$ cat src/hw/rtl/btc_pkg.sv
// Package for the transaction classifier: parse phases, tag and flow codes, field sizes.
package btc_pkg;

  // Byte counter and length register width
  localparam int CNT_W = 32;

  localparam logic [7:0] JSON_OPEN = 8'h7B;

  // Fixed field sizes in bytes
  localparam logic [5:0] KEY_SIZE    = 6'd33;
  localparam logic [5:0] NONCE_SIZE  = 6'd8;
  localparam logic [5:0] HASH_SIZE   = 6'd32;
  localparam logic [5:0] AMOUNT_SIZE = 6'd16;
  localparam logic [5:0] BYTE_SIZE   = 6'd1;
  localparam logic [5:0] NO_SIZE     = 6'd0;

  // Action type codes
  localparam logic [7:0] ACT_FCALL     = 8'd2;
  localparam logic [7:0] ACT_TRANSFER  = 8'd3;
  localparam logic [7:0] ACT_ADDKEY    = 8'd5;
  localparam logic [7:0] ACT_LAST_KIND = 8'd7;

  typedef enum logic [4:0] {
    P_SLEN     = 5'd0,
    P_SIGNER   = 5'd1,
    P_KEY      = 5'd2,
    P_NONCE    = 5'd3,
    P_RLEN     = 5'd4,
    P_RECV     = 5'd5,
    P_HASH     = 5'd6,
    P_ACNT     = 5'd7,
    P_ATYPE    = 5'd8,
    P_AMOUNT   = 5'd9,
    P_MLEN     = 5'd10,
    P_METHOD   = 5'd11,
    P_ALEN     = 5'd12,
    P_ARGS     = 5'd13,
    P_GAS      = 5'd14,
    P_DEPOSIT  = 5'd15,
    P_KTYPE    = 5'd16,
    P_KDATA    = 5'd17,
    P_KNONCE   = 5'd18,
    P_PERM     = 5'd19,
    P_HASALLOW = 5'd20,
    P_ALLOW    = 5'd21,
    P_PRLEN    = 5'd22,
    P_PRECV    = 5'd23
  } phase_t;

  typedef enum logic [3:0] {
    TAG_NONE      = 4'd0,
    TAG_SIGNER    = 4'd1,
    TAG_RECEIVER  = 4'd2,
    TAG_METHOD    = 4'd3,
    TAG_JSON_ARGS = 4'd4,
    TAG_AMOUNT    = 4'd5,
    TAG_DEPOSIT   = 4'd6,
    TAG_ALLOWANCE = 4'd7,
    TAG_PERM_RECV = 4'd8
  } tag_t;

  typedef enum logic [2:0] {
    FLOW_GENERIC  = 3'd0,
    FLOW_TRANSFER = 3'd1,
    FLOW_FCALL    = 3'd2,
    FLOW_CALL_KEY = 3'd3,
    FLOW_FULL_KEY = 3'd4,
    FLOW_PARSE    = 3'd5
  } flow_t;

  // Size of a fixed-length field phase; zero for phases that have none
  function automatic logic [5:0] field_size(input phase_t p);
    logic [5:0] s;
    case (p)
      P_KEY:     s = KEY_SIZE;
      P_NONCE:   s = NONCE_SIZE;
      P_HASH:    s = HASH_SIZE;
      P_AMOUNT:  s = AMOUNT_SIZE;
      P_GAS:     s = NONCE_SIZE;
      P_DEPOSIT: s = AMOUNT_SIZE;
      P_KTYPE:   s = BYTE_SIZE;
      P_KDATA:   s = HASH_SIZE;
      P_KNONCE:  s = NONCE_SIZE;
      P_ALLOW:   s = AMOUNT_SIZE;
      default:   s = NO_SIZE;
    endcase
    return s;
  endfunction

  // Display tag of a fixed-length field phase
  function automatic tag_t field_tag_of(input phase_t p);
    tag_t t;
    case (p)
      P_AMOUNT:  t = TAG_AMOUNT;
      P_DEPOSIT: t = TAG_DEPOSIT;
      P_ALLOW:   t = TAG_ALLOWANCE;
      default:   t = TAG_NONE;
    endcase
    return t;
  endfunction

endpackage

$ cat src/hw/rtl/borsh_transaction_classifier.sv
// Streaming byte-level classifier of serialized transactions.
//
//   channel | dir | handshake            | payload
//   in_     | in  | in_tvalid/in_tready  | tdata = data_byte, tlast = last_byte
//   out_    | out | out_tvalid/out_tready| tdata = field_tag, done_res, flow
//
// One byte per cycle while the output is not stalled; each byte is held in the input
// register and then registered in the output register. The rate is set by the single
// parse-state update per byte: a 32-bit counter increment and compare against the field
// length. Reset clears the parse state and both valid flags. A stalled output
// holds its result and the input register, and in_tready drops only when both are full.
module borsh_transaction_classifier (
  input  logic       clk,
  input  logic       rst_n,
  input  logic       in_tvalid,
  output logic       in_tready,
  input  logic [7:0] in_tdata,   // [7:0] data_byte
  input  logic       in_tlast,   // last_byte
  output logic       out_tvalid,
  input  logic       out_tready,
  output logic [7:0] out_tdata   // [3:0] field_tag, [4] done_res, [7:5] flow
);

  localparam int CW = btc_pkg::CNT_W;

  // Input register
  logic       in_valid_r;
  logic [7:0] in_byte_r;
  logic       in_last_r;

  // Output register
  logic       out_valid_r;
  logic [7:0] out_data_r;
  logic [7:0] out_data_nxt;

  // Parse state
  btc_pkg::phase_t phase_r, phase_nxt;
  logic [CW-1:0]   cnt_r, cnt_nxt;
  logic [CW-1:0]   len_r, len_nxt;
  logic            fin_r, fin_nxt;
  logic            json_r, json_nxt;

  logic            advance;
  logic [CW-1:0]   cnt_inc;
  logic [CW-1:0]   len_acc;
  logic            json_now;
  btc_pkg::tag_t   tag;
  logic            done;
  btc_pkg::flow_t  flow;
  logic [5:0]      size;

  assign advance   = in_valid_r && (!out_valid_r || out_tready);
  assign in_tready = !in_valid_r || advance;
  assign out_tvalid = out_valid_r;
  assign out_tdata  = out_data_r;

  assign cnt_inc = cnt_r + CW'(1);
  assign size    = btc_pkg::field_size(phase_r);

  // Little-endian accumulation of a 32-bit length prefix
  always_comb begin
    len_acc = len_r;
    case (cnt_r[1:0])
      2'd0:    len_acc[7:0]   = len_r[7:0]   | in_byte_r;
      2'd1:    len_acc[15:8]  = len_r[15:8]  | in_byte_r;
      2'd2:    len_acc[23:16] = len_r[23:16] | in_byte_r;
      default: len_acc[31:24] = len_r[31:24] | in_byte_r;
    endcase
  end

  // Args are JSON when the first args byte opens an object
  assign json_now = (cnt_r == '0) ? (in_byte_r == btc_pkg::JSON_OPEN) : json_r;

  // Next parse state and result for the byte in the input register
  always_comb begin
    phase_nxt = phase_r;
    cnt_nxt   = cnt_r;
    len_nxt   = len_r;
    fin_nxt   = fin_r;
    json_nxt  = json_r;
    tag       = btc_pkg::TAG_NONE;
    done      = 1'b0;
    flow      = btc_pkg::FLOW_GENERIC;

    if (!fin_r) begin
      case (phase_r)
        btc_pkg::P_SLEN, btc_pkg::P_RLEN, btc_pkg::P_ACNT,
        btc_pkg::P_MLEN, btc_pkg::P_ALEN, btc_pkg::P_PRLEN: begin
          len_nxt = len_acc;
          cnt_nxt = cnt_inc;
          if (cnt_inc >= CW'(4)) begin
            cnt_nxt = '0;
            case (phase_r)
              btc_pkg::P_SLEN: begin
                phase_nxt = (len_acc != '0) ? btc_pkg::P_SIGNER : btc_pkg::P_KEY;
              end
              btc_pkg::P_RLEN: begin
                phase_nxt = (len_acc != '0) ? btc_pkg::P_RECV : btc_pkg::P_HASH;
              end
              btc_pkg::P_MLEN: begin
                if (len_acc != '0) begin
                  phase_nxt = btc_pkg::P_METHOD;
                end else begin
                  phase_nxt = btc_pkg::P_ALEN;
                  len_nxt   = '0;
                end
              end
              btc_pkg::P_ALEN: begin
                phase_nxt = (len_acc != '0) ? btc_pkg::P_ARGS : btc_pkg::P_GAS;
              end
              btc_pkg::P_PRLEN: begin
                if (len_acc != '0) begin
                  phase_nxt = btc_pkg::P_PRECV;
                end else begin
                  cnt_nxt = cnt_inc;
                  done    = 1'b1;
                  flow    = btc_pkg::FLOW_CALL_KEY;
                  fin_nxt = 1'b1;
                end
              end
              default: begin
                // action count: only a single action is classified
                if (len_acc != CW'(1)) begin
                  cnt_nxt = cnt_inc;
                  done    = 1'b1;
                  flow    = btc_pkg::FLOW_GENERIC;
                  fin_nxt = 1'b1;
                end else begin
                  phase_nxt = btc_pkg::P_ATYPE;
                end
              end
            endcase
          end
        end

        btc_pkg::P_SIGNER, btc_pkg::P_RECV, btc_pkg::P_METHOD,
        btc_pkg::P_ARGS, btc_pkg::P_PRECV: begin
          case (phase_r)
            btc_pkg::P_SIGNER: tag = btc_pkg::TAG_SIGNER;
            btc_pkg::P_RECV:   tag = btc_pkg::TAG_RECEIVER;
            btc_pkg::P_METHOD: tag = btc_pkg::TAG_METHOD;
            btc_pkg::P_PRECV:  tag = btc_pkg::TAG_PERM_RECV;
            default: begin
              json_nxt = json_now;
              tag      = json_now ? btc_pkg::TAG_JSON_ARGS : btc_pkg::TAG_NONE;
            end
          endcase
          cnt_nxt = cnt_inc;
          if (cnt_inc >= len_r) begin
            case (phase_r)
              btc_pkg::P_SIGNER: begin
                phase_nxt = btc_pkg::P_KEY;
                cnt_nxt   = '0;
              end
              btc_pkg::P_RECV: begin
                phase_nxt = btc_pkg::P_HASH;
                cnt_nxt   = '0;
              end
              btc_pkg::P_METHOD: begin
                phase_nxt = btc_pkg::P_ALEN;
                cnt_nxt   = '0;
                len_nxt   = '0;
              end
              btc_pkg::P_ARGS: begin
                phase_nxt = btc_pkg::P_GAS;
                cnt_nxt   = '0;
              end
              default: begin
                done    = 1'b1;
                flow    = btc_pkg::FLOW_CALL_KEY;
                fin_nxt = 1'b1;
              end
            endcase
          end
        end

        btc_pkg::P_ATYPE: begin
          if (in_byte_r == btc_pkg::ACT_TRANSFER) begin
            phase_nxt = btc_pkg::P_AMOUNT;
            cnt_nxt   = '0;
          end else if (in_byte_r == btc_pkg::ACT_FCALL) begin
            phase_nxt = btc_pkg::P_MLEN;
            cnt_nxt   = '0;
            len_nxt   = '0;
          end else if (in_byte_r == btc_pkg::ACT_ADDKEY) begin
            phase_nxt = btc_pkg::P_KTYPE;
            cnt_nxt   = '0;
          end else begin
            done    = 1'b1;
            flow    = (in_byte_r <= btc_pkg::ACT_LAST_KIND) ? btc_pkg::FLOW_GENERIC
                                                            : btc_pkg::FLOW_PARSE;
            fin_nxt = 1'b1;
          end
        end

        btc_pkg::P_PERM: begin
          if (in_byte_r == 8'd0) begin
            phase_nxt = btc_pkg::P_HASALLOW;
            cnt_nxt   = '0;
          end else begin
            done    = 1'b1;
            flow    = btc_pkg::FLOW_FULL_KEY;
            fin_nxt = 1'b1;
          end
        end

        btc_pkg::P_HASALLOW: begin
          cnt_nxt = '0;
          if (in_byte_r != 8'd0) begin
            phase_nxt = btc_pkg::P_ALLOW;
          end else begin
            phase_nxt = btc_pkg::P_PRLEN;
            len_nxt   = '0;
          end
        end

        default: begin
          // fixed-length fields
          tag = btc_pkg::field_tag_of(phase_r);
          if (size == btc_pkg::NO_SIZE) begin
            tag     = btc_pkg::TAG_NONE;
            done    = 1'b1;
            flow    = btc_pkg::FLOW_PARSE;
            fin_nxt = 1'b1;
          end else begin
            cnt_nxt = cnt_inc;
            if (cnt_inc >= CW'(size)) begin
              cnt_nxt = '0;
              case (phase_r)
                btc_pkg::P_KEY:    phase_nxt = btc_pkg::P_NONCE;
                btc_pkg::P_NONCE: begin
                  phase_nxt = btc_pkg::P_RLEN;
                  len_nxt   = '0;
                end
                btc_pkg::P_HASH: begin
                  phase_nxt = btc_pkg::P_ACNT;
                  len_nxt   = '0;
                end
                btc_pkg::P_AMOUNT: begin
                  cnt_nxt = cnt_inc;
                  done    = 1'b1;
                  flow    = btc_pkg::FLOW_TRANSFER;
                  fin_nxt = 1'b1;
                end
                btc_pkg::P_GAS:    phase_nxt = btc_pkg::P_DEPOSIT;
                btc_pkg::P_DEPOSIT: begin
                  cnt_nxt = cnt_inc;
                  done    = 1'b1;
                  flow    = btc_pkg::FLOW_FCALL;
                  fin_nxt = 1'b1;
                end
                btc_pkg::P_KTYPE:  phase_nxt = btc_pkg::P_KDATA;
                btc_pkg::P_KDATA:  phase_nxt = btc_pkg::P_KNONCE;
                btc_pkg::P_KNONCE: phase_nxt = btc_pkg::P_PERM;
                default: begin
                  phase_nxt = btc_pkg::P_PRLEN;
                  len_nxt   = '0;
                end
              endcase
            end
          end
        end
      endcase

      // transaction ended before it was classified
      if (!done && in_last_r) begin
        done = 1'b1;
        flow = btc_pkg::FLOW_PARSE;
      end
    end

    // last byte rearms the parser
    if (in_last_r) begin
      phase_nxt = btc_pkg::P_SLEN;
      cnt_nxt   = '0;
      len_nxt   = '0;
      fin_nxt   = 1'b0;
      json_nxt  = 1'b0;
    end

    out_data_nxt = {flow, done, tag};
  end

  // Input register
  always_ff @(posedge clk) begin
    if (!rst_n) begin
      in_valid_r <= 1'b0;
    end else if (in_tready) begin
      in_valid_r <= in_tvalid;
    end
  end

  always_ff @(posedge clk) begin
    if (in_tready && in_tvalid) begin
      in_byte_r <= in_tdata;
      in_last_r <= in_tlast;
    end
  end

  // Output register
  always_ff @(posedge clk) begin
    if (!rst_n) begin
      out_valid_r <= 1'b0;
    end else if (advance) begin
      out_valid_r <= 1'b1;
    end else if (out_tready) begin
      out_valid_r <= 1'b0;
    end
  end

  always_ff @(posedge clk) begin
    if (advance) begin
      out_data_r <= out_data_nxt;
    end
  end

  // Parse state, updated once per byte
  always_ff @(posedge clk) begin
    if (!rst_n) begin
      phase_r <= btc_pkg::P_SLEN;
      cnt_r   <= '0;
      len_r   <= '0;
      fin_r   <= 1'b0;
      json_r  <= 1'b0;
    end else if (advance) begin
      phase_r <= phase_nxt;
      cnt_r   <= cnt_nxt;
      len_r   <= len_nxt;
      fin_r   <= fin_nxt;
      json_r  <= json_nxt;
    end
  end

endmodule
$ cat config.mk
export PLATFORM = sky130hd
export DESIGN_NAME = borsh_transaction_classifier
export DESIGN_NICKNAME = d
export VERILOG_FILES = /design/src/hw/rtl/btc_pkg.sv /design/src/hw/rtl/borsh_transaction_classifier.sv
export SDC_FILE = /design/constraint.sdc
export NUM_CORES = 1
export LEC_CHECK = 0
export BUFFER_PORTS_ARGS = -buffer_cell sky130_fd_sc_hd__buf_2
export CORE_MARGIN = 8
export CORE_UTILIZATION = 50
export CTS_CLUSTER_SIZE = 20
export DETAILED_ROUTE_END_ITERATION = 8
export PLACE_DENSITY = 0.65
export SYNTH_ARGS = -nofsm -noshare
export SYNTH_HDL_FRONTEND = slang
export SYNTH_SLANG_ARGS = --single-unit
$ cat constraint.sdc
create_clock -name clk -period 8.7 [get_ports clk]
set_input_delay 0.87 -clock clk [delete_from_list [all_inputs] [get_ports clk]]
set_output_delay 0.87 -clock clk [all_outputs]
set_load 0.005 [all_outputs]
Yosys cells after proc, flatten, opt, wreduce, memory -nomap -nowiden
Memory sizes are Yosys's and may differ from the RTL's. A register that Yosys moved wholly into a read port is not among the register bits.
Cells that the tools add are included.

storage, ports and cells
  bits in registers = 90
  bits in read-only memories = 128
  output and inout port bits = 10
  logic and storage cells = 204
  memories = 1

cells by class
  add/subtract/negate cells = 1
  $lt $le $gt $ge = 4
  eq/ne operators = 48
  mux-type cells = 102
  bitwise gates (word level) = 4
  reduce and logical (&&, ||, !) cells = 33

memories
  name             words  width  read ports  clocked after memory_dff  wr ports  line           text
  (no name shown)  32     4      1           1                         0         btc_pkg.sv:74  case (p)

operators by type and width
  kind                   number
  $mux 32                27
  $pmux 32 s5            2
  $mux 5                 14
  $pmux 32 s2            1
  $pmux 5 s5             2
  $eq 5x4->1 const B     8
  $eq 5x5->1 const B     8
  $pmux 5 s8             1
  $add 32x1->32 const B  1
  $ge 32x3->1 const B    1
  $ge 32x32->1           1
  $ge 32x6->1            1
  $logic_not 32->1       1
  $mux 8                 4
  $ne 32x1->1 const B    1
  $or 8x8->8             4
  $reduce_bool 32->1     1
  $mux 3                 9
  $mux 1                 23
  $ne 3x3->1 const B     7
  $eq 5x3->1 const B     4
  $mux 2                 10
  $pmux 5 s4             1
  $eq 8x2->1 const B     2
  other kinds (47)       58

Depth between registers and ports, before layout
Gate-level depths: netlist of run 1.

  depth after elaboration = 12
  mapped depth = 21

Worst setup path after synthesis of run 1
OpenSTA, ideal clock, no wires.

  path kind = register -> register
  from = reg cnt_r[0]
  to = reg, netlist name size[5]
  setup time = 0.116 ns
  data arrival time = 4.290 ns
  required time = 8.584 ns
  setup slack = 4.294 ns
  stages on the path, launching flop included = 21
  path buffers = 3
  period minus slack after synthesis = 4.406 ns
  path through = dfxtp_1 ha_1 buf_4 and4_1 nand3_1 buf_2 nor2_1 a21boi_0 or2_2 ha_1 nand4_1 nor4_1 o211ai_1 a31oi_1 nor2_1 a211oi_2 a2111oi_4 or2_1 buf_6 and4bb_1 a31o_1

on the way
  word-level cells in the longest chain between the ends = 12
  elaborated cells on any way between the ends = 31
  those cells by class = add/sub (1); order compare (3); eq/ne (7); mux (15); reduce/logical (5)

RTL lines
  item                                                                    line                                 text
  start, declared                                                         borsh_transaction_classifier.sv:38   logic [CW-1:0] cnt_r, cnt_nxt;
  start signal, assigned                                                  borsh_transaction_classifier.sv:327  cnt_r <= cnt_nxt;
  parallel branches: the longest is 10 deep, another holds $add 32x1->32  -
  $mux 5 (no source line) (*) (2 in a row)                                -

Every way passes the cells marked *. The select of a mux whose other input is x is not followed.
A chain may end at the register's enable or synchronous reset.

Worst setup path in the final report of run 1
  from = reg cnt_r[0]
  to = reg len_r[9]

on the way
  word-level cells in the longest chain between the ends = 10
  elaborated cells on any way between the ends = 22
  those cells by class = add/sub (1); order compare (3); eq/ne (3); mux (10); reduce/logical (5)

RTL lines
  item                                                                    line                                 text
  parallel branches: the longest is 10 deep, another holds $add 32x1->32  -
  end signal, assigned                                                    borsh_transaction_classifier.sv:328  len_r <= len_nxt;
  end, declared                                                           borsh_transaction_classifier.sv:39   logic [CW-1:0] len_r, len_nxt;

Several ways; the timed one is not identified. The select of a mux whose other input is x is not followed.

==> results.md, run 1 <==
- The run finished with clean final reports.
- Counting both buffers and inverters, the worst setup path holds a total of 0.
- The fraction of registers with async set or reset after synthesis is 0%.
- The number of iterations in the first detailed-routing pass is 5.
- The first global-routing pass estimated between 30,000 and 40,000 um of wire.
- Of the synthesized area, sequential elements account for 29.1%.
- The maximum clock rate is roughly 160 MHz.
- The family with the most delay on the worst path is simple AND/OR/NAND/NOR gates.
- The count of nets left with antenna violations once routing finished came out at 0.
- Headroom to the max-slew limit came out at between 15 and 20%.
- The final number of hold-violating endpoints is 0.
- The post-route clock period utilization is a little over two thirds.
- The number of rows in the core area is 43.
- Counting flops and latches in the post-synthesis netlist gives between 90 and 100.
- Traced cell by cell, the critical path runs through ha_1 -> and4_1 -> nand3_1 -> nor2_1 -> a21boi_0 -> or2_2 -> ha_1 -> nand4_1 -> nor4_1 -> o211ai_1 -> a31oi_1 -> nor3_1 -> o21a_1 -> or3_1 -> o21a_1 -> o21ai_2 -> a21oi_1.
- In the layout the commonest cells are 86 x sky130_fd_sc_hd__nand2_1, 77 x sky130_fd_sc_hd__dfxtp_1, 73 x sky130_fd_sc_hd__a21oi_1, 69 x sky130_fd_sc_hd__nor2_1, 54 x sky130_fd_sc_hd__nand3_1.
- The root buffer selected by CTS is sky130_fd_sc_hd__clkbuf_16.
- The worst hold slack is around 0.5 ns.
- The launch instance of the worst register-to-register path is cnt_r[0]$_SDFFE_PN0P_.
- The clock-pin slew of the registers on the worst-case setup and hold paths is ~0.080 ns.
- The worst hold-check path type is reg -> reg.
- Once layout is complete, the cells apart from fillers number 1,053.
- TritonCTS built the clock tree.
- For the worst setup path, the data required time is approximately 9 ns.
- The starting density of the core is about half.
- A synthesized cell averages about 7.9 sq um.
- In this run the number of H-tree levels came out at 3.
- The post-cts hold buffer count is 0.
- Entering global routing, the biggest net connects 33 pins.
- The power after layout is 0.000946 W.
- Setup violations remaining at the end of the flow were counted as 0.
- The leading cell type in the layout, fill and taps excluded is sky130_fd_sc_hd__nand2_1.
- Across the VDD grid, the largest voltage drop is about 94 uV.
- For this run, the slowest stage of the critical path takes a little under 1 ns.
- Subtracting the final worst setup slack from the clock period gives ~6 ns.
- After detailed routing, the total wire length is ~21,000 um.
- The clock arrives with roughly 0.01 ns of skew.
- STA classifies the critical path endpoint as a register.
- The number of buffer cells added on primary ports is 22.
- The global routing usage summed across all routing layers is a little under a quarter.
- The start point of the worst hold path is len_r[18]$_SDFFE_PN0P_.
- STA classifies the critical path startpoint as a register.
- The final-report max-slew violation count is 0.
- The number of design rule violations left after detail routing is 0.
- For the worst-skew pair, the clock arrives at the later sink with an insertion delay of roughly 0.36 ns.
- The net count of the finished layout is around 920.
- Setup repair after global routing left no endpoint under its margin.
- The number of unique standard cell types used by synthesis is 91.
- The critical-path cell with the highest stage delay is sky130_fd_sc_hd__o21ai_2.
- In this run the standard cell core region covers ~14,000 sq um.
- The number of max-cap violations is 0.
- For the pin with the worst max-slew slack, the measured transition is about 1.3 ns.
- The cell area that synthesis handed to floorplanning was approximately 7000 sq um.
- The worst setup path is of the reg -> reg kind.
- The data arrival time of the critical path is 6.35 ns.
- The fraction of final layout cells sized beyond drive strength 1 is 10.1%.
- The detailed router finished its first iteration with 700 violations.
- The die is roughly 130 um wide.
- The largest fanout of any net on the critical path is 31.
- The top-level I/O count is 23.
- The average via count per standard cell is between 6 and 7.
- The total setup buffers inserted after CTS is 0.
- The warning count from the yosys run is 0.
- The global route total overflow is 0.
- Including well taps, the total number of placed cells is a little over 1,000.
- The number of global-route vias before repair came to about 6,400.
- The die extent in y is between 100 and 150 um.
- The area of the die is ~18,000 sq um.
- Once detailed placement completed, the half-perimeter wirelength came to 15,900 um.
- The area growth from synthesis to layout is 4.91%.
- The standby leakage power is 2.80 nW.
- The count of clock tree sinks is 94.
- The initial antenna violation count was 0.
- The number of gates resized after CTS was 0.
- The total number of vias is 6,933.
- The number of buffers created by CTS is 9.
- The total negative slack for setup checks is 0 ns.
- In this run, synthesis inferred 17 flip-flops with an integrated enable.
- The routability-driven placement congestion ratio is approximately 0.92.
- Power spread over the standard cell area amounts to 128 nW/um^2.
- The synthesized netlist net count is 951.
- The number of antenna cells inserted is 0.
- The dominant synthesized flop cell is sky130_fd_sc_hd__dfxtp_1.
- The count of filler cells inserted in the layout is roughly 1,300.
- The clock passes through at most 2 buffers.
- The beginning of the critical path is cnt_r[0]$_SDFFE_PN0P_.
- The average detailed-routed wire length per instance is 20.4 um.
- The cell count after synthesis is roughly 900.
[report_power, final]
group,switching (W),internal (W),total (W)
clock network,0.000191,0.000219,0.000410
logic,0.0000504,0.0000231,0.0000735
registers,0.0000118,0.000451,0.000462
total,0.000253,0.000693,0.000946
[worst paths after layout]
check | endpoint | slack (ns) | cells after the start
setup / recovery | len_r[9]$_SDFFE_PN0P_ | 2.54 | 17
hold / removal | len_r[18]$_SDFFE_PN0P_ | 0.49 | 2
setup reg to reg | len_r[9]$_SDFFE_PN0P_ | 2.54 | 17
hold reg to reg | len_r[18]$_SDFFE_PN0P_ | 0.49 | 2
[synthesized netlist by cell type, types with 13 or more instances]
library cell                instances  area [sq um]
sky130_fd_sc_hd__nor3_1            29           145
sky130_fd_sc_hd__clkbuf_1          29           109
sky130_fd_sc_hd__nand4_1           25           156
sky130_fd_sc_hd__ha_1              40           500
sky130_fd_sc_hd__dfxtp_1           77          1540
sky130_fd_sc_hd__xnor2_1           20           175
sky130_fd_sc_hd__nor4_1            21           131
sky130_fd_sc_hd__buf_4             13          97.6
sky130_fd_sc_hd__or2_2             15          93.8
sky130_fd_sc_hd__a21oi_1           73           365
sky130_fd_sc_hd__o21ai_0           23           115
sky130_fd_sc_hd__buf_2             23           115
sky130_fd_sc_hd__nand3_1           54           270
sky130_fd_sc_hd__nor2_1            69           259
sky130_fd_sc_hd__inv_1             52           195
sky130_fd_sc_hd__o2111ai_1         17           149
sky130_fd_sc_hd__edfxtp_1          17           510
sky130_fd_sc_hd__nand2_1           86           323
sky130_fd_sc_hd__a32oi_1           14           123
[layer usage]
metal / share of wire, % / vias to the layer above / wire (um) / GRT usage [%]
li1: - / 3261 / - / -
met1: 42 / 3291 / 8960 / 28.9
met2: 47 / 310 / 10100 / 38.3
met3: 6.3 / 71 / 1350 / 4.35
met4: 5.2 / 0 / 1120 / 14.6
met5: 0 / - / 0 / 0
[cells by family after synthesis]
kind of cell | share of synthesized area, %
AND/OR/NAND/NOR | 29.6
AO/OA/AOI/OAI | 22.5
buffers and inverters | 7.93
flip-flops | 29.1
adder cells (fa/ha/maj) | 7.10
XOR/XNOR | 3.35
multiplexers | 0.444
[worst min-delay path, cell delays in order, from the launching register on]
cell                      delay (ns)
sky130_fd_sc_hd__dfxtp_1        0.31
sky130_fd_sc_hd__inv_1          0.07
sky130_fd_sc_hd__a21oi_1        0.06
[registers in the layout (all words and copies together), names as in the netlist, 4 cells and up]
name	count
len_r	32
phase_r	5
size	4
cnt_r	32
out_tdata	8
in_byte_r	8
[through the flow]
step | cell area [sq um] | setup slack (ns) | util (%)
after global routing | 7400 | 2.00 | 53.5
after floorplan | 7050 | 4.29 | -
after CTS | 7400 | 2.60 | 53.5
after detailed placement | 7090 | 2.65 | 51.3
after global placement | 7090 | 2.85 | 51.3
final | 7400 | 2.54 | 53.5
[cell type report]
class	count	area (sq um)	share of cell area, %
inverter	54	203	2.74
tap	180	225	3.04
sequential	94	2050	27.7
multi-input combinational	680	4440	60.1
clock inverter	6	61.3	0.829
clock buffer	10	250	3.38
timing repair buffer	29	163	2.20
Power figures use the tool's default switching activity.
==> inputs of run 2 (changes only) <==
==> constraint.sdc (replaced) <==
create_clock -name clk -period 5.9 [get_ports clk]
set_input_delay 0.59 -clock clk [delete_from_list [all_inputs] [get_ports clk]]
set_output_delay 0.59 -clock clk [all_outputs]
set_load 0.005 [all_outputs]
==> results.md, run 2 (synthesis results as in run 1) <==
- The floorplan step set the die height to 135 um.
- Setup repair after global routing left no endpoint under its margin.
- VDD sags by at most between 100 and 150 uV.
- The endpoint type of the worst setup path is a register.
- The number of buffer cells added on primary ports is 22.
- The category of the most critical setup path is reg -> reg.
- The post-route clock skew is 0.00861 ns.
- Dividing the final minimum period by the clock period gives slightly above 90%.
- The final-report max-slew violation count is 0.
- Cells fill between 50% and 60% of the core in the end.
- The global route total overflow is 0.
- The quantity of gates resized following cts is 0.
- The fraction of final layout cells sized beyond drive strength 1 is slightly above 10%.
- The number of rows in the core area is 43.
- The largest registers in the layout are cnt_r (32), len_r (32).
- Once layout is done, the placed cells without fillers occupy roughly 7400 sq um.
- The clock network latency to the later pin of the worst-skew pair is around 0.36 ns.
- The initial antenna violation count is 0.
- After the first detailed-routing iteration, the DRC count stood at 720.
- In the detailed route, the total length drawn on met3 is between 1000 and 1500 um.
- The core region is 13,800 sq um.
- In the layout the commonest cells are 86 x sky130_fd_sc_hd__nand2_1, 77 x sky130_fd_sc_hd__dfxtp_1, 73 x sky130_fd_sc_hd__a21oi_1, 69 x sky130_fd_sc_hd__nor2_1, 54 x sky130_fd_sc_hd__nand3_1.
- The routed length on met2 is about 11,000 um.
- The post-layout instance count excluding filler cells is ~1,100.
- The average via count per standard cell is ~6.5.
- The final number of hold-violating endpoints is 0.
- After routing, the total negative slack on setup checks comes to 0 ns.
- Setup violations remaining at the end of the flow were counted as 0.
- The total setup buffers inserted after CTS is 0.
- The remaining antenna violation count is 0.
- The H-tree generated during clock tree synthesis spans 3 levels.
- The die is approximately 130 um wide.
- The actual slew at the worst max-slew pin is about 1.3 ns.
- The area of all sequential standard cells is 2050 sq um.
- The final layout contains 924 nets.
- Of all nets on the critical path, the largest fanout is 28.
- The number of global-route vias before repair was approximately 6,500.
- Wires add up to between 20,000 and 25,000 um.
- For this block, wires on met1 add up to 9190 um.
- The top routing layer in use is met4.
- 0 antenna diodes ended up in the layout.
- Timing would allow up to approximately 180 MHz.
- For this run, the total global-route usage over all layers was measured as between 20% and 30%.
- Once the floorplan was initialized, standard cells occupied approximately 51% of the core.
- TritonCTS built the clock tree.
- The minimum clock period after layout is roughly 5.5 ns.
- CTS saw 94 sinks.
- The first-pass GRT wire length is 34,800 um.
- The total number of vias is 6,891.
- For this design the ratio of total power to cell area is ~190 nW/um^2.
- The leading cell type in the layout, fill and taps excluded is sky130_fd_sc_hd__nand2_1.
- The number of iterations in the first detailed-routing pass is 5.
- The worst setup path is launched from a register.
- The critical path data required time is just over 6 ns.
- The number of buffers created by CTS is 9.
- In the post-route analysis, the smallest setup slack over all paths is around 0.40 ns.
- Summing all multi-input logic gate instances after layout gives between 4000 and 5000 sq um.
- Once placement finished, the instance area stood at around 7000 sq um.
- The area growth from synthesis to layout is 5.11%.
- The worst hold-check path type is in -> reg.
- The post-cts hold buffer count is 0.
- The data arrival time of the critical path is 5.80 ns.
- The standby leakage power is ~2.8 nW.
- The run finished with clean final reports.
- The tree is rooted in a sky130_fd_sc_hd__clkbuf_16.
- The number of buffers between clock root and the deepest sink is 2.
- The routability-driven placement congestion ratio is between 0.9 and 1.
- The area of the die is roughly 18,000 sq um.
- The number of max-cap violations is 0.
- In the routed design, unresolved DRC markers number 0.
- Dividing the detail-routed wire length by the instance count gives slightly above 20 um.
- The tightest slew margin relative to the limit is approximately 16%.
- Detailed placement finished with a half-perimeter wire length of between 15,000 and 20,000 um.
- In this run the count of I/O pins placed on the die edge is 23.
- After filler insertion, the fill cell instance count of the layout stands at around 1,300.
- The maximum number of pins on one net before global-route repair is 33.
- Counting tap cells, the placed design contains a total of 1,040 instances.
- The setup slack after placement is about 0.53 ns.
- After clock tree synthesis, the clock-pin slew on the worst setup and hold paths is roughly 0.08 ns.
==> run 2: cell count changes in the layout (fill, tap and decap cells not counted) <==
cell / delta
sky130_fd_sc_hd__clkbuf_16: -1
sky130_fd_sc_hd__inv_6: +1
sky130_fd_sc_hd__clkinv_4: -1
sky130_fd_sc_hd__clkinv_8: +1
sky130_fd_sc_hd__buf_4: +3
==> run 2: metrics by stage <==
step,power [W],hold WS [ns]
CTS,0.00140,0.393
floorplan,0.000766,0.448
global route,0.00143,0.393
detailed placement,0.000802,0.480
global placement,0.000799,0.478
finish,0.00139,0.399
==> run 2: worst max-delay path: stages (launching register included) <==
cell and delay (ns):
sky130_fd_sc_hd__dfxtp_1 0.55, sky130_fd_sc_hd__ha_1 0.25, sky130_fd_sc_hd__nand4_1 0.19, sky130_fd_sc_hd__nor3_1 0.53
sky130_fd_sc_hd__nand4_1 0.19, sky130_fd_sc_hd__xnor2_1 0.42, sky130_fd_sc_hd__ha_1 0.35, sky130_fd_sc_hd__a21oi_1 0.14
sky130_fd_sc_hd__nand2_1 0.07, sky130_fd_sc_hd__a221oi_1 0.30, sky130_fd_sc_hd__o211ai_1 0.23, sky130_fd_sc_hd__nor2_1 0.34
sky130_fd_sc_hd__nand2_1 0.09, sky130_fd_sc_hd__a32oi_1 0.21, sky130_fd_sc_hd__o31a_1 1.01, sky130_fd_sc_hd__buf_4 0.28
sky130_fd_sc_hd__a32oi_1 0.10, sky130_fd_sc_hd__nor2_1 0.16
==> run 2: power by group <==
| group | switching (W) | internal, W | total, W |
|---|---|---|---|
| registers | 0.0000174 | 0.000664 | 0.000682 |
| logic | 0.0000729 | 0.0000352 | 0.000108 |
| clock network | 0.000299 | 0.000302 | 0.000601 |
| total | 0.000390 | 0.00100 | 0.00139 |
==> run 2: per-layer routing <==
metal / up-vias / track usage, %
met4: 0 / 10.8
li1: 3274 / -
met5: - / 0
met1: 3301 / 29.1
met2: 266 / 41.7
met3: 50 / 3.45
==> run 2: final timing paths <==
check | start | to | slack, ns | cells after the start
worst min-delay path | in_tdata[2] | in_byte_r[2]$_DFFE_PP_ | 0.40 | 1
worst max-delay path | cnt_r[0]$_SDFFE_PN0P_ | cnt_r[16]$_SDFFE_PN0P_ | 0.40 | 17
worst min register to register | len_r[8]$_SDFFE_PN0P_ | len_r[8]$_SDFFE_PN0P_ | 0.49 | 2
worst max register to register | cnt_r[0]$_SDFFE_PN0P_ | cnt_r[16]$_SDFFE_PN0P_ | 0.40 | 17
==> run 2: layout make-up <==
type	count	area share, %
clock buffers	9	3.04
flip-flops and latches	94	27.7
inverters	54	2.73
clock inverters	7	1.05
multi-input cells	680	60.0
repair buffers	32	2.50
well taps	180	3.04
==> inputs of run 3 (changes only) <==
--- a/config.mk
+++ b/config.mk
@@ -10,6 +10,8 @@
 export CORE_UTILIZATION = 50
 export CTS_CLUSTER_SIZE = 20
 export DETAILED_ROUTE_END_ITERATION = 8
+export GPL_ROUTABILITY_DRIVEN = 0
+export GPL_TIMING_DRIVEN = 0
 export PLACE_DENSITY = 0.65
 export SYNTH_ARGS = -nofsm -noshare
 export SYNTH_HDL_FRONTEND = slang
==> constraint.sdc (replaced) <==
create_clock -name clk -period 5.85 [get_ports clk]
set_input_delay 0.585 -clock clk [delete_from_list [all_inputs] [get_ports clk]]
set_output_delay 0.585 -clock clk [all_outputs]
set_load 0.005 [all_outputs]
==> results.md, run 3 (synthesis results as in run 1) <==
- The flow ran to the end, and the final reports show no timing, DRC or antenna violations.
- Combinational cells account for under 10% of the total power.
- The post-route clock period utilization is a little over nine tenths.
- In the routed design, unresolved DRC markers number 0.
- The actual slew at the worst max-slew pin is ~1.2 ns.
- In this run the horizontal extent of the chip is ~130 um.
- The number of max-cap violations is 0.
- Clock-pin slew was measured on the worst setup and hold paths at 0.08 ns.
- Leaving out fill and tap cells, the most frequent cell in the layout is sky130_fd_sc_hd__nand2_1.
- The fraction of final layout cells sized beyond drive strength 1 is 12.8%.
- Summed over all cells, the static leakage comes to 2.98 nW.
- The top-level I/O count is 23.
- The largest fanout of any net on the critical path is 10.
- The final wirelength is around 22,000 um.
- The post-layout utilization of the core is between 50% and 60%.
- The analysis attributes to net switching a power of between 0.0003 and 0.0004 W.
- The number of global-route vias before repair is 6,463.
- Of the total power, the clock network draws 43.1%.
- The die covers roughly 18,000 sq um.
- For this design, the sink count on the clock tree is 94.
- The violation count after the first detailed-routing iteration is about 900.
- The total number of vias is between 7,000 and 8,000.
- The post-layout instance count excluding filler cells is around 1,100.
- The detailed placement HPWL is around 17,000 um.
- The power density over the cells is around 180 nW/um^2.
- The die is 135 um tall.
- The critical register-to-register path endpoint is len_r[13]$_SDFFE_PN0P_.
- The most critical setup path has its endpoint at len_r[13]$_SDFFE_PN0P_.
- The setup path with the least slack is of type reg -> reg.
- Net switching is ~28% of the power.
- Clock tree synthesis selected as its root buffer the cell sky130_fd_sc_hd__clkbuf_16.
- The global route total overflow is 0.
- The worst hold-check path type is in -> reg.
- Headroom to the max-slew limit came out at approximately 16%.
- The final layout contains slightly below 1,000 nets.
- The endpoint type of the worst setup path is a register.
- The post-route clock skew is 0.0133 ns.
- Setup repair after global routing left no endpoint under its margin.
- The launch instance of the worst register-to-register path is cnt_r[1]$_SDFFE_PN0P_.
- The starting density of the core is roughly half.
- The area of the core is around 14,000 sq um.
- The depth of the worst register-to-register path is 20.
- The final number of setup-violating endpoints is 0.
- Relative to the synthesized area, the layout overhead comes to 9.37%.
- The final-report max-slew violation count is 0.
- The number of placed instances with taps included is 1,100.
- STA puts the critical path data required time at 6.10 ns.
- The total negative slack for setup checks is 0 ns.
- The maximum number of pins on one net before global-route repair is 21.
- The initial antenna violation count is 0.
- Derived from the worst setup path, the maximum achievable clock frequency is 182 MHz.
- The design draws ~0.0014 W.
- No sink is reached through more buffers than the 2 on the longest clock path.
- In this run the remaining antenna-violating nets after routing total 0.
- The clock network latency to the later pin of the worst-skew pair is ~0.36 ns.
- After detailed routing, the average wire length per cell comes to approximately 20 um.
- For this design, the CTS-stage hold fixing added 0 buffers.
- The clock tree from TritonCTS is yes.
- The largest registers in the layout are cnt_r (32), len_r (32).
- The beginning of the critical path is cnt_r[1]$_SDFFE_PN0P_.
- The first-pass GRT wire length is 35,000 um.
- At the worst endpoint, the arrival time is approximately 5.7 ns.
- The total setup buffers inserted after CTS is 0.
- Setup slack on the worst reg-to-reg path comes out at 0.36 ns.
- The number of antenna diodes in the final layout is 0.
- The average via count per standard cell is roughly 6.3.
- The number of levels in the clock H-tree is 3.
- For this run, the detailed router's first-pass iteration total came to 5.
- The internal power is approximately 0.0010 W.
- The final number of hold-violating endpoints is 0.
- The number of buffer cells added on primary ports is 22.
- The startpoint type of the worst setup path is a register.
- The minimum clock period after layout is about 5.5 ns.
- The number of rows in the core area is between 40 and 50.
- The worst voltage drop across the vdd grid is 130 uV.
- The number of clock buffers added by TritonCTS is 9.
- The sequential share of power is a little under half.
- The global routing usage summed across all routing layers is between 20% and 30%.
- The library cells used most frequently in the layout, excluding fill and tap cells, are 86 x sky130_fd_sc_hd__nand2_1, 76 x sky130_fd_sc_hd__dfxtp_1, 73 x sky130_fd_sc_hd__a21oi_1, 69 x sky130_fd_sc_hd__nor2_1, 54 x sky130_fd_sc_hd__nand3_1.
==> run 3: metrics by stage <==
step           area (sq um)  setup WS [ns]  hold slack (ns)
6_report               7710          0.359            0.392
5_1_grt                7710         0.0752            0.386
2_1_floorplan          7050           1.44            0.448
4_1_cts                7700          0.350            0.386
3_5_place_dp           7390          0.374            0.471
3_3_place_gp           7390          0.352            0.471
==> run 3: final cells by class <==
cell class / count / area [sq um]
Inverter: 54 / 203
Fill cell: 1358 / 6110
Buffer: 70 / 357
Multi-Input combinational cell: 680 / 4450
Clock buffer: 9 / 225
Tap cell: 180 / 225
Clock inverter: 7 / 91.3
Sequential cell: 94 / 2050
Timing Repair Buffer: 22 / 110
==> run 3: layer usage <==
| metal | part of all wire [%] | wire length [um] | global-route usage (%) |
|---|---|---|---|
| met1 | 43 | 9550 | 31.7 |
| met2 | 47 | 10400 | 39.1 |
| met3 | 5.9 | 1300 | 3.08 |
| met4 | 3.5 | 767 | 12.2 |
| met5 | 0 | 0 | 0 |
==> run 3: power by group through the flow <==
| stage | clock network [W] | registers [W] | logic, W |
|---|---|---|---|
| 2_1_floorplan | 0 | 0.000690 | 0.0000829 |
| 6_report | 0.000610 | 0.000676 | 0.000129 |
| 5_1_grt | 0.000638 | 0.000677 | 0.000141 |
| 4_1_cts | 0.000621 | 0.000676 | 0.000125 |
| 3_5_place_dp | 0 | 0.000691 | 0.000125 |
| 3_3_place_gp | 0 | 0.000690 | 0.000125 |
==> run 3: how the worst min path moves through the flow <==
stage	start	endpoint	cells after the start
2_1_floorplan	len_r[0]$_SDFFE_PN0P_	len_r[0]$_SDFFE_PN0P_	2
3_3_place_gp	len_r[0]$_SDFFE_PN0P_	len_r[0]$_SDFFE_PN0P_	2
3_5_place_dp	len_r[0]$_SDFFE_PN0P_	len_r[0]$_SDFFE_PN0P_	2
4_1_cts	in_tdata[4]	in_byte_r[4]$_DFFE_PP_	1
5_1_grt	in_tdata[7]	in_byte_r[7]$_DFFE_PP_	1
6_report	in_tdata[4]	in_byte_r[4]$_DFFE_PP_	1
==> run 3: repair_timing <==
item / CTS / global route
hold endpoints to repair: 0 / 0
endpoints found under the setup margin: 0 / 2
resized for setup: 0 / 2
==> run 3: critical path, stage by stage (launching register included) <==
cell                       delay (ns)
sky130_fd_sc_hd__dfxtp_1         0.53
sky130_fd_sc_hd__ha_1            0.21
sky130_fd_sc_hd__buf_4           0.18
sky130_fd_sc_hd__and4_1          0.34
sky130_fd_sc_hd__nand3_1         0.20
sky130_fd_sc_hd__buf_2           0.24
sky130_fd_sc_hd__nor2_1          0.19
sky130_fd_sc_hd__a21boi_0        0.15
sky130_fd_sc_hd__or2_2           0.33
sky130_fd_sc_hd__ha_1            0.27
sky130_fd_sc_hd__nand4_1         0.13
sky130_fd_sc_hd__nor4_1          0.46
sky130_fd_sc_hd__o211ai_1        0.19
sky130_fd_sc_hd__a31oi_1         0.34
sky130_fd_sc_hd__nor3_1          0.11
sky130_fd_sc_hd__o21a_1          0.20
sky130_fd_sc_hd__or3_1           0.38
sky130_fd_sc_hd__o21a_1          0.20
sky130_fd_sc_hd__o21ai_1         0.36
sky130_fd_sc_hd__buf_2           0.30
sky130_fd_sc_hd__a21oi_1         0.07
